--- src/rtl/mcbf_pkg.sv ---
package mcbf_pkg;

  localparam int NUM_CHANNELS  = 16;
  localparam int CHANNEL_DEPTH = 16;

  localparam int REQ_W  = 2;
  localparam int PIPE_W = 4;
  localparam int BYTE_W = 8;
  localparam int STAT_W = 2;

  localparam int CH_W   = (NUM_CHANNELS > 1) ? $clog2(NUM_CHANNELS) : 1;
  localparam int SLOT_W = (CHANNEL_DEPTH > 1) ? $clog2(CHANNEL_DEPTH) : 1;
  localparam int ADDR_W = $clog2(NUM_CHANNELS * CHANNEL_DEPTH);
  // wide enough to hold pipe_id, any channel number and NUM_CHANNELS itself
  localparam int CHX_W  = ((CH_W > PIPE_W) ? CH_W : PIPE_W) + 1;

  localparam logic [BYTE_W-1:0] EMPTY_MARK = 8'h45;

  typedef enum logic [REQ_W-1:0] {
    REQ_CREATE = 2'd0,
    REQ_FLUSH  = 2'd1,
    REQ_READ   = 2'd2,
    REQ_WRITE  = 2'd3
  } req_t;

  typedef enum logic [STAT_W-1:0] {
    ST_OK          = 2'd0,
    ST_NO_FREE     = 2'd1,
    ST_FULL_OR_OFF = 2'd2,
    ST_EMPTY       = 2'd3
  } status_t;

  // controller to datapath
  typedef struct packed {
    logic capture;
    logic exec;
    logic load;
  } cmd_t;

  // datapath to controller
  typedef struct packed {
    logic out_free;
  } stat_t;

endpackage

--- src/rtl/mcbf_if.sv ---
interface mcbf_in_if;
  import mcbf_pkg::*;

  logic              valid;
  logic              ready;
  logic [REQ_W-1:0]  req_type;
  logic [PIPE_W-1:0] pipe_id;
  logic [BYTE_W-1:0] write_data;

  modport source (output valid, output req_type, output pipe_id, output write_data,
                  input ready);
  modport sink   (input valid, input req_type, input pipe_id, input write_data,
                  output ready);
endinterface

interface mcbf_out_if;
  import mcbf_pkg::*;

  logic              valid;
  logic              ready;
  logic [STAT_W-1:0] status;
  logic [BYTE_W-1:0] read_byte;
  logic [PIPE_W-1:0] new_pipe_id;

  modport source (output valid, output status, output read_byte, output new_pipe_id,
                  input ready);
  modport sink   (input valid, input status, input read_byte, input new_pipe_id,
                  output ready);
endinterface

--- src/rtl/mcbf_ctrl.sv ---
module mcbf_ctrl (
  input  logic           clk,
  input  logic           rst_n,
  input  logic           in_valid,
  output logic           in_ready,
  input  mcbf_pkg::stat_t stat,
  output mcbf_pkg::cmd_t  cmd
);
  import mcbf_pkg::*;

  typedef enum logic [1:0] {
    S_IDLE,
    S_EXEC,
    S_DONE
  } state_t;

  state_t state_r;
  logic   in_ready_r;

  always_ff @(posedge clk) begin
    if (!rst_n) begin
      state_r    <= S_IDLE;
      in_ready_r <= 1'b0;
    end else begin
      case (state_r)
        S_IDLE: begin
          if (in_ready_r && in_valid) begin
            state_r    <= S_EXEC;
            in_ready_r <= 1'b0;
          end else begin
            in_ready_r <= 1'b1;
          end
        end
        S_EXEC: begin
          state_r <= S_DONE;
        end
        S_DONE: begin
          // wait for the result register to free up
          if (stat.out_free) begin
            state_r    <= S_IDLE;
            in_ready_r <= 1'b1;
          end
        end
        default: begin
          state_r    <= S_IDLE;
          in_ready_r <= 1'b0;
        end
      endcase
    end
  end

  assign in_ready    = in_ready_r;
  assign cmd.capture = in_ready_r && in_valid;
  assign cmd.exec    = (state_r == S_EXEC);
  assign cmd.load    = (state_r == S_DONE) && stat.out_free;

  a_capture_exec: assert property (@(posedge clk) disable iff (!rst_n)
    cmd.capture |=> cmd.exec)
    else $error("accepted transaction not executed next cycle");

  a_ready_idle: assert property (@(posedge clk) disable iff (!rst_n)
    in_ready_r |-> (state_r == S_IDLE))
    else $error("ready while a transaction is in flight");

  a_load_ready: assert property (@(posedge clk) disable iff (!rst_n)
    cmd.load |=> in_ready_r)
    else $error("not ready after result load");

endmodule

--- src/rtl/mcbf_datapath.sv ---
module mcbf_datapath (
  input  logic                        clk,
  input  logic                        rst_n,
  input  mcbf_pkg::cmd_t              cmd,
  output mcbf_pkg::stat_t             stat,
  input  logic [mcbf_pkg::REQ_W-1:0]  in_req_type,
  input  logic [mcbf_pkg::PIPE_W-1:0] in_pipe_id,
  input  logic [mcbf_pkg::BYTE_W-1:0] in_write_data,
  input  logic                        out_ready,
  output logic                        out_valid,
  output logic [mcbf_pkg::STAT_W-1:0] out_status,
  output logic [mcbf_pkg::BYTE_W-1:0] out_read_byte,
  output logic [mcbf_pkg::PIPE_W-1:0] out_new_pipe_id
);
  import mcbf_pkg::*;

  typedef enum logic [1:0] {
    RSEL_ZERO,
    RSEL_MARK,
    RSEL_MEM
  } rsel_t;

  // captured request
  req_t              req_r;
  logic [PIPE_W-1:0] ch_r;
  logic [BYTE_W-1:0] data_r;

  // per-channel state
  logic [SLOT_W-1:0]       head_r [NUM_CHANNELS];
  logic [SLOT_W-1:0]       tail_r [NUM_CHANNELS];
  logic [NUM_CHANNELS-1:0] in_use_r;
  logic [NUM_CHANNELS-1:0] full_r;

  logic [BYTE_W-1:0] mem [NUM_CHANNELS * CHANNEL_DEPTH];
  logic [BYTE_W-1:0] rd_data_r;

  // execute-stage result
  status_t           res_status_r;
  logic [PIPE_W-1:0] res_newid_r;
  rsel_t             res_sel_r;

  // output register
  logic              out_valid_r;
  status_t           out_status_r;
  logic [BYTE_W-1:0] out_byte_r;
  logic [PIPE_W-1:0] out_newid_r;

  logic [CHX_W-1:0]  ch_ext;
  logic              ch_valid;
  logic [CH_W-1:0]   ch_idx;
  logic [SLOT_W-1:0] head_cur;
  logic [SLOT_W-1:0] tail_cur;
  logic [SLOT_W-1:0] head_inc;
  logic [SLOT_W-1:0] tail_inc;
  logic              ch_empty;
  logic              free_any;
  logic [CH_W-1:0]   free_idx;
  logic              open_en;
  logic [CH_W-1:0]   open_idx;
  logic              rd_ok;
  logic              wr_ok;
  status_t           status_c;
  logic [PIPE_W-1:0] newid_c;
  rsel_t             sel_c;
  logic [ADDR_W-1:0] mem_addr;

  assign ch_ext   = CHX_W'(ch_r);
  assign ch_valid = ch_ext < CHX_W'(NUM_CHANNELS);
  assign ch_idx   = ch_ext[CH_W-1:0];
  assign head_cur = head_r[ch_idx];
  assign tail_cur = tail_r[ch_idx];
  assign head_inc = (head_cur == SLOT_W'(CHANNEL_DEPTH - 1)) ? '0 : head_cur + 1'b1;
  assign tail_inc = (tail_cur == SLOT_W'(CHANNEL_DEPTH - 1)) ? '0 : tail_cur + 1'b1;
  assign ch_empty = (head_cur == tail_cur) && !full_r[ch_idx];

  // lowest free channel
  always_comb begin
    free_any = 1'b0;
    free_idx = '0;
    for (int i = NUM_CHANNELS - 1; i >= 0; i--) begin
      if (!in_use_r[i]) begin
        free_any = 1'b1;
        free_idx = CH_W'(i);
      end
    end
  end

  always_comb begin
    open_en  = 1'b0;
    open_idx = ch_idx;
    rd_ok    = 1'b0;
    wr_ok    = 1'b0;
    status_c = ST_OK;
    newid_c  = '0;
    sel_c    = RSEL_ZERO;
    case (req_r)
      REQ_CREATE: begin
        if (free_any) begin
          open_en  = 1'b1;
          open_idx = free_idx;
          newid_c  = PIPE_W'(free_idx);
        end else begin
          status_c = ST_NO_FREE;
        end
      end
      REQ_FLUSH: begin
        if (ch_valid) begin
          open_en = 1'b1;
        end else begin
          status_c = ST_FULL_OR_OFF;
        end
      end
      REQ_READ: begin
        if (!ch_valid || ch_empty) begin
          status_c = ST_EMPTY;
          sel_c    = RSEL_MARK;
        end else begin
          rd_ok = 1'b1;
          sel_c = RSEL_MEM;
        end
      end
      REQ_WRITE: begin
        if (!ch_valid || !in_use_r[ch_idx] || full_r[ch_idx]) begin
          status_c = ST_FULL_OR_OFF;
        end else begin
          wr_ok = 1'b1;
        end
      end
      default: begin
        status_c = ST_OK;
      end
    endcase
  end

  assign mem_addr = ADDR_W'(ch_idx) * ADDR_W'(CHANNEL_DEPTH)
                  + ADDR_W'(req_r == REQ_WRITE ? tail_cur : head_cur);

  always_ff @(posedge clk) begin
    if (cmd.capture) begin
      req_r  <= req_t'(in_req_type);
      ch_r   <= in_pipe_id;
      data_r <= in_write_data;
    end
  end

  always_ff @(posedge clk) begin
    if (!rst_n) begin
      for (int i = 0; i < NUM_CHANNELS; i++) begin
        head_r[i] <= '0;
        tail_r[i] <= '0;
      end
      in_use_r <= '0;
      full_r   <= '0;
    end else if (cmd.exec) begin
      if (open_en) begin
        in_use_r[open_idx] <= 1'b1;
        head_r[open_idx]   <= '0;
        tail_r[open_idx]   <= '0;
        full_r[open_idx]   <= 1'b0;
      end
      if (rd_ok) begin
        head_r[ch_idx] <= head_inc;
        full_r[ch_idx] <= 1'b0;
      end
      if (wr_ok) begin
        tail_r[ch_idx] <= tail_inc;
        if (tail_inc == head_cur) begin
          full_r[ch_idx] <= 1'b1;
        end
      end
    end
  end

  always_ff @(posedge clk) begin
    if (cmd.exec && wr_ok) begin
      mem[mem_addr] <= data_r;
    end
    if (cmd.exec && rd_ok) begin
      rd_data_r <= mem[mem_addr];
    end
  end

  always_ff @(posedge clk) begin
    if (cmd.exec) begin
      res_status_r <= status_c;
      res_newid_r  <= newid_c;
      res_sel_r    <= sel_c;
    end
  end

  always_ff @(posedge clk) begin
    if (!rst_n) begin
      out_valid_r <= 1'b0;
    end else if (cmd.load) begin
      out_valid_r <= 1'b1;
    end else if (out_ready) begin
      out_valid_r <= 1'b0;
    end
  end

  always_ff @(posedge clk) begin
    if (cmd.load) begin
      out_status_r <= res_status_r;
      out_newid_r  <= res_newid_r;
      case (res_sel_r)
        RSEL_MARK: out_byte_r <= EMPTY_MARK;
        RSEL_MEM:  out_byte_r <= rd_data_r;
        default:   out_byte_r <= '0;
      endcase
    end
  end

  assign stat.out_free   = !out_valid_r || out_ready;
  assign out_valid       = out_valid_r;
  assign out_status      = out_status_r;
  assign out_read_byte   = out_byte_r;
  assign out_new_pipe_id = out_newid_r;

  a_full_aligned: assert property (@(posedge clk) disable iff (!rst_n)
    (ch_valid && full_r[ch_idx]) |-> (head_cur == tail_cur))
    else $error("full channel with head and tail apart");

  a_write_nonempty: assert property (@(posedge clk) disable iff (!rst_n)
    (cmd.exec && wr_ok) |=>
      (full_r[$past(ch_idx)] || head_r[$past(ch_idx)] != tail_r[$past(ch_idx)]))
    else $error("channel empty after a successful write");

  a_read_clears_full: assert property (@(posedge clk) disable iff (!rst_n)
    (cmd.exec && rd_ok) |=> !full_r[$past(ch_idx)])
    else $error("channel still full after a successful read");

  a_create_claims: assert property (@(posedge clk) disable iff (!rst_n)
    (cmd.exec && req_r == REQ_CREATE && free_any) |=> in_use_r[$past(free_idx)])
    else $error("create did not claim the free channel");

endmodule

--- src/rtl/multi_channel_byte_fifo_pool.sv ---
// a captured transaction is executed with store access in the execute step and its result
// is moved into the output register by the load step once that register is free
// a new transaction is taken only after the last result is loaded, so a held result
// stalls the input; the controller's capture, execute and load steps set the pace
// reset: synchronous, active low; clears channel indices, enable and full flags
// the byte store is not cleared and the block is ready in the cycle after reset ends
module multi_channel_byte_fifo_pool (
  input logic        clk,
  input logic        rst_n,
  mcbf_in_if.sink    in_ch,
  mcbf_out_if.source out_ch
);
  import mcbf_pkg::*;

  cmd_t  cmd;
  stat_t stat;
  logic  ready;

  mcbf_ctrl u_ctrl (
    .clk      (clk),
    .rst_n    (rst_n),
    .in_valid (in_ch.valid),
    .in_ready (ready),
    .stat     (stat),
    .cmd      (cmd)
  );

  mcbf_datapath u_datapath (
    .clk             (clk),
    .rst_n           (rst_n),
    .cmd             (cmd),
    .stat            (stat),
    .in_req_type     (in_ch.req_type),
    .in_pipe_id      (in_ch.pipe_id),
    .in_write_data   (in_ch.write_data),
    .out_ready       (out_ch.ready),
    .out_valid       (out_ch.valid),
    .out_status      (out_ch.status),
    .out_read_byte   (out_ch.read_byte),
    .out_new_pipe_id (out_ch.new_pipe_id)
  );

  assign in_ch.ready = ready;

endmodule

--- src/flat_wrapper.sv ---
// flat-port wrapper written by rule: the top's interface ports become plain ports
module multi_channel_byte_fifo_pool_flat import mcbf_pkg::*;
  (clk, rst_n, in_ch_valid, in_ch_req_type, in_ch_pipe_id, in_ch_write_data, in_ch_ready, out_ch_valid, out_ch_status, out_ch_read_byte, out_ch_new_pipe_id, out_ch_ready);
  mcbf_in_if in_ch_i ();
  mcbf_out_if out_ch_i ();
  input logic clk;
  input logic rst_n;
  input wire logic [$bits(in_ch_i.valid)-1:0] in_ch_valid;
  input wire logic [$bits(in_ch_i.req_type)-1:0] in_ch_req_type;
  input wire logic [$bits(in_ch_i.pipe_id)-1:0] in_ch_pipe_id;
  input wire logic [$bits(in_ch_i.write_data)-1:0] in_ch_write_data;
  output wire logic [$bits(in_ch_i.ready)-1:0] in_ch_ready;
  output wire logic [$bits(out_ch_i.valid)-1:0] out_ch_valid;
  output wire logic [$bits(out_ch_i.status)-1:0] out_ch_status;
  output wire logic [$bits(out_ch_i.read_byte)-1:0] out_ch_read_byte;
  output wire logic [$bits(out_ch_i.new_pipe_id)-1:0] out_ch_new_pipe_id;
  input wire logic [$bits(out_ch_i.ready)-1:0] out_ch_ready;
  assign in_ch_i.valid = in_ch_valid;
  assign in_ch_i.req_type = in_ch_req_type;
  assign in_ch_i.pipe_id = in_ch_pipe_id;
  assign in_ch_i.write_data = in_ch_write_data;
  assign in_ch_ready = in_ch_i.ready;
  assign out_ch_valid = out_ch_i.valid;
  assign out_ch_status = out_ch_i.status;
  assign out_ch_read_byte = out_ch_i.read_byte;
  assign out_ch_new_pipe_id = out_ch_i.new_pipe_id;
  assign out_ch_i.ready = out_ch_ready;
  multi_channel_byte_fifo_pool u_core (.clk(clk), .rst_n(rst_n), .in_ch(in_ch_i), .out_ch(out_ch_i));
endmodule
--- config.mk ---
export PLATFORM = sky130hd
export DESIGN_NAME = multi_channel_byte_fifo_pool_flat
export DESIGN_NICKNAME = d
export VERILOG_FILES = /design/src/rtl/mcbf_pkg.sv /design/src/rtl/mcbf_if.sv /design/src/rtl/mcbf_ctrl.sv /design/src/rtl/mcbf_datapath.sv /design/src/rtl/multi_channel_byte_fifo_pool.sv /design/src/flat_wrapper.sv
export SDC_FILE = /design/constraint.sdc
export NUM_CORES = 2
export LEC_CHECK = 0
export ABC_AREA = 0
export BUFFER_PORTS_ARGS = -buffer_cell sky130_fd_sc_hd__buf_2
export CAP_MARGIN = 40
export CORE_MARGIN = 4
export CORE_UTILIZATION = 40
export CTS_BUF_LIST = sky130_fd_sc_hd__clkbuf_4
export DETAILED_ROUTE_END_ITERATION = 10
export PLACE_DENSITY = 0.61
export SLEW_MARGIN = 20
export SYNTH_ARGS = -nofsm -noshare
export SYNTH_HDL_FRONTEND = slang
export SYNTH_SLANG_ARGS = --single-unit
--- constraint.sdc ---
create_clock -name clk -period 6.8 [get_ports clk]
set_input_delay 1.36 -clock clk [delete_from_list [all_inputs] [get_ports clk]]
set_output_delay 1.36 -clock clk [all_outputs]
set_load 0.05 [all_outputs]
==> results.md <==
- The run finished with clean final reports.
- The maximum operating frequency is around 170 MHz.
- In this run the clock root is driven by a sky130_fd_sc_hd__clkbuf_4.
- After routing, the total negative slack on setup checks comes to 0 ns.
- The share of the synthesized area in the top cell type is between 70 and 80%.
- STA classifies the critical path startpoint as a register.
- The maximum number of pins on one net before global-route repair is between 150 and 200.
- Setup slack on the worst reg-to-reg path comes out at 1.03 ns.
- The synthesized netlist devotes 0.05453% of its cell area to adder and majority cells.
- The TritonCTS clock tree is yes.
- Ranked by total cell area, the synthesized netlist is headed by sky130_fd_sc_hd__edfxtp_1 73%, sky130_fd_sc_hd__nand2_1 7.0%, sky130_fd_sc_hd__nand3_1 3.6%, sky130_fd_sc_hd__mux2i_1 3.2%, sky130_fd_sc_hd__nor2_1 1.8%.
- Counting every net in the synthesized netlist gives a little under 7000.
- At the worst endpoint, the arrival time is between 6 and 7 ns.
- The worst-path maximum fanout is 33.
- The floorplan step set the die width to 487.0 µm.
- The count of cells in the finished layout, fillers not included, comes to ~11000.
- The post-route clock skew is around 0.13 ns.
- Setup repair after global routing left no endpoint under its margin.
- STA classifies the critical path endpoint as a register.
- For this run, asynchronously set or reset flops after synthesis account for 0%.
- The sequential share of the synthesized area is 73.50%.
- The post-route worst hold slack is about 0.18 ns.
- The maximum root-to-sink buffer count is 4.
- After clock tree synthesis, the setup repair step added 0 buffers.
- The unique cell type count in the Yosys netlist is slightly below 80.
- A synthesized cell averages 13.27 µm².
- Relative to the synthesized area, the layout overhead comes to 14.78%.
- Using the TritonRoute via totals, the vias-per-cell ratio works out to between 5 and 6.
- The cell type with the largest total area after synthesis is sky130_fd_sc_hd__edfxtp_1.
- After the first detailed-routing iteration, the DRC count stood at ~9000.
- The filler cell count is around 20000.
- The total number of placement rows is 175.
- The clock network latency to the later pin of the worst-skew pair is around 1.4 ns.
- Before antenna repair, the detailed router went through 7 iterations.
- Dividing the final minimum period by the clock period gives between 80% and 90%.
- The number of global-route vias before repair is about 62000.
- The cell count after synthesis is ~7000.
- The min-delay analysis places its worst path in the category in2reg.
- For this block, the routed nets add up to roughly 300000 µm of wire.
- The floorplan die area is 237200 µm².
- The final-report hold violation count is 0.
- The power density over cell area is roughly 300 nW/µm².
- The number of setup violations in the final report is 0.
- After global routing the overflow that remains totals 0.
- The H-tree depth is 6.
- For this configuration, the core starts out at a cell density of 40.27%.
- The design draws 31.86 mW.
- STA puts the critical path data required time at slightly below 8 ns.
- The maximum VDD drop is just under 200 µV.
- The sum of net half-perimeters after detailed placement is around 180000 µm.
- The number of vias after detailed routing is about 64000.
- The count of clock tree sinks is 2260.
- By area, the combinational part of the netlist is dominated by simple AND/OR/NAND/NOR gates.
- The final antenna-violating net count is 0.
- The xor/xnor cell area share of the yosys netlist is less than 1%.
- The post-route netlist has approximately a fifth of its cells at a drive strength greater than 1.
- The routed length per instance is about 27 µm.
- In this run the top signal layer used is met5.
- In this run the tool buffered the top-level ports with 33 buffer cells.
- Clock-pin slew was measured on the worst setup and hold paths at 0.06 ns.
- In this run the standard cell core region covers 227900 µm².
- The max-capacitance violation count is 0.
- The placed instances occupy a cell area of 97930 µm².
- 34 I/O pins were placed.
- In the routed design, unresolved DRC markers number 0.
- The met2 layer wire length in the routed design is 135300 µm.
- The number of flops mapped to enable cells by yosys is 2220.
- The critical path start-end classification is reg2reg.
- The total routing resource utilization after global routing is between 20% and 30%.
- The number of warnings printed during yosys synthesis is 0.
- The first-pass GRT wire length is 430600 µm.
- The fraction of synthesized area in multiplexers is approximately 4.4%.
- The static leakage is between 30 and 40 nW.
- In the final routing, the length of wire on met1 measures between 100000 and 150000 µm.
- The max-slew violation count was 0.
- Measured against its own limit, the worst slew margin works out to approximately 15%.
- The clock period minus final worst setup slack is between 5 and 6 ns.
- Synthesis inferred around 2300 register bits.
- The initial antenna violation count is 16.
- The die is 487.0 µm tall.
- The net count reported at finish is 7613.
- After Yosys synthesis, and, or, nand and nor cells account for between 10% and 20% of the synthesized area.
- Including well taps, the total number of placed cells is roughly 10000.
- The post-synthesis compound-gate area fraction is 5.259%.
- The detailed route wirelength on metal3 is ~35000 µm.
- The most used flip-flop cell after synthesis is sky130_fd_sc_hd__edfxtp_1.
- The congestion estimate from routability-driven global placement came to about 0.93.
- The commonest cells after synthesis are 2220 x sky130_fd_sc_hd__edfxtp_1, 1714 x sky130_fd_sc_hd__nand2_1, 660 x sky130_fd_sc_hd__nand3_1, 446 x sky130_fd_sc_hd__nor2_1, 293 x sky130_fd_sc_hd__mux2i_1.
- For the pin with the worst max-slew slack, the measured transition is approximately 1.3 ns.
- The cell area that synthesis handed to floorplanning was 91780 µm².
- The most common cell in the netlist is sky130_fd_sc_hd__edfxtp_1.
- The clock buffer count from CTS is 599.
- The total non-filler cell area in the finished layout is ~110000 µm².
stage by stage:
stage	setup WS [ns]	util, %
after global routing	0.8111	46.21
after CTS	0.9675	46.08
after floorplan	2.754	-
after global placement	0.2725	42.71
final	1.031	46.22
after detailed placement	1.019	42.97
report_power, final:
part | switching, mW | leakage, nW | total (mW) | internal (mW)
combinational | 3.68 | 12.0 | 5.09 | 1.41
clock | 5.53 | 4.29 | 11.4 | 5.91
sequential | 0.0353 | 20.4 | 15.3 | 15.3
what timing repair did:
action / 4_1_cts / 5_1_grt
endpoints found under the hold margin: 2 / 0
resized for setup: 0 / 0
hold buffers: 2 / 0
sequential cells by signal, summed over array words and instances (netlist names), named ones only:
signal,flops
u_core.u_ctrl.in_ready,1
u_core.u_ctrl.state_r,2
u_core.u_datapath.ch_idx,4
u_core.u_datapath.data_r,8
u_core.u_datapath.full_r,16
u_core.u_datapath.head_r,64
u_core.u_datapath.in_use_r,16
u_core.u_datapath.mem,2048
u_core.u_datapath.out_new_pipe_id,4
u_core.u_datapath.out_read_byte,8
u_core.u_datapath.out_status,2
u_core.u_datapath.out_valid,1
u_core.u_datapath.rd_data_r,8
u_core.u_datapath.req_r,2
u_core.u_datapath.res_newid_r,4
u_core.u_datapath.res_sel_r,2
u_core.u_datapath.res_status_r,2
u_core.u_datapath.tail_r,64
metal layers:
metal | up-vias | GRT usage [%]
met4 | 2 | 12.64
met3 | 779 | 6.407
met2 | 4151 | 37.25
met5 | - | 0
met1 | 31710 | 33.26
li1 | 27380 | -
placed cells by master, fill, tap and decap left out, types with 34 or more instances in the layout:
cell type and n:
sky130_fd_sc_hd__nand2_1 1710, sky130_fd_sc_hd__o21ai_0 89, sky130_fd_sc_hd__buf_12 55, sky130_fd_sc_hd__dfxtp_1 39, sky130_fd_sc_hd__mux2i_1 293, sky130_fd_sc_hd__a31oi_1 70, sky130_fd_sc_hd__a311oi_1 115, sky130_fd_sc_hd__buf_2 50
sky130_fd_sc_hd__nor2_1 441, sky130_fd_sc_hd__buf_4 412, sky130_fd_sc_hd__nand3_1 655, sky130_fd_sc_hd__clkbuf_4 865, sky130_fd_sc_hd__clkinv_1 92, sky130_fd_sc_hd__o22ai_1 91, sky130_fd_sc_hd__nor3_1 41, sky130_fd_sc_hd__nor4_1 34
sky130_fd_sc_hd__and3_1 90, sky130_fd_sc_hd__edfxtp_1 2220, sky130_fd_sc_hd__a21oi_1 194, sky130_fd_sc_hd__mux4_2 34
cell families (layout without fill, tap and decap cells):
group	count (synthesis)	in the layout
and+or+nand+nor	3086	3086
DFF	2260	2260
AOI/OAI and AO/OA	726	726
buffers and inverters	483	1547
muxes	347	347
xor gates and xnor gates	13	13
adders and majority gates	4	4
other	0	10
critical path: stages (launching register included):
cell,delay (ns)
sky130_fd_sc_hd__dfxtp_2,0.64
sky130_fd_sc_hd__buf_16,0.22
sky130_fd_sc_hd__mux4_2,0.51
sky130_fd_sc_hd__mux2i_1,0.42
sky130_fd_sc_hd__mux4_4,0.85
sky130_fd_sc_hd__buf_12,0.26
sky130_fd_sc_hd__buf_12,0.21
sky130_fd_sc_hd__buf_12,0.25
sky130_fd_sc_hd__and3_1,0.19
sky130_fd_sc_hd__a311oi_1,0.06
sky130_fd_sc_hd__a31oi_1,0.62
sky130_fd_sc_hd__o32ai_1,0.15
sky130_fd_sc_hd__a2111oi_0,0.70
sky130_fd_sc_hd__buf_4,0.22
sky130_fd_sc_hd__nand4_1,0.08
final cells by class:
class | count | area (µm²) | area share, %
repair buffers | 533 | 4716 | 4.476
clock buffers | 865 | 6494 | 6.164
multi-input cells | 4176 | 22210 | 21.08
flip-flops and latches | 2260 | 67470 | 64.04
clock inverters | 128 | 596.8 | 0.5665
diodes | 10 | 25.02 | 0.02375
well taps | 3009 | 3765 | 3.574
inverters | 21 | 78.83 | 0.07482
final timing paths:
check	startpoint	endpoint	cells after the start
worst max-delay path	register	u_core.u_datapath.rd_data_r[5]	14
worst min-delay path	in_ch_write_data[2]	u_core.u_datapath.data_r[2]	1
worst max register to register	register	u_core.u_datapath.rd_data_r[5]	14
worst min register to register	u_core.u_datapath.res_newid_r[3]	u_core.u_datapath.out_new_pipe_id[3]	0
Power figures use the tool's default switching activity.
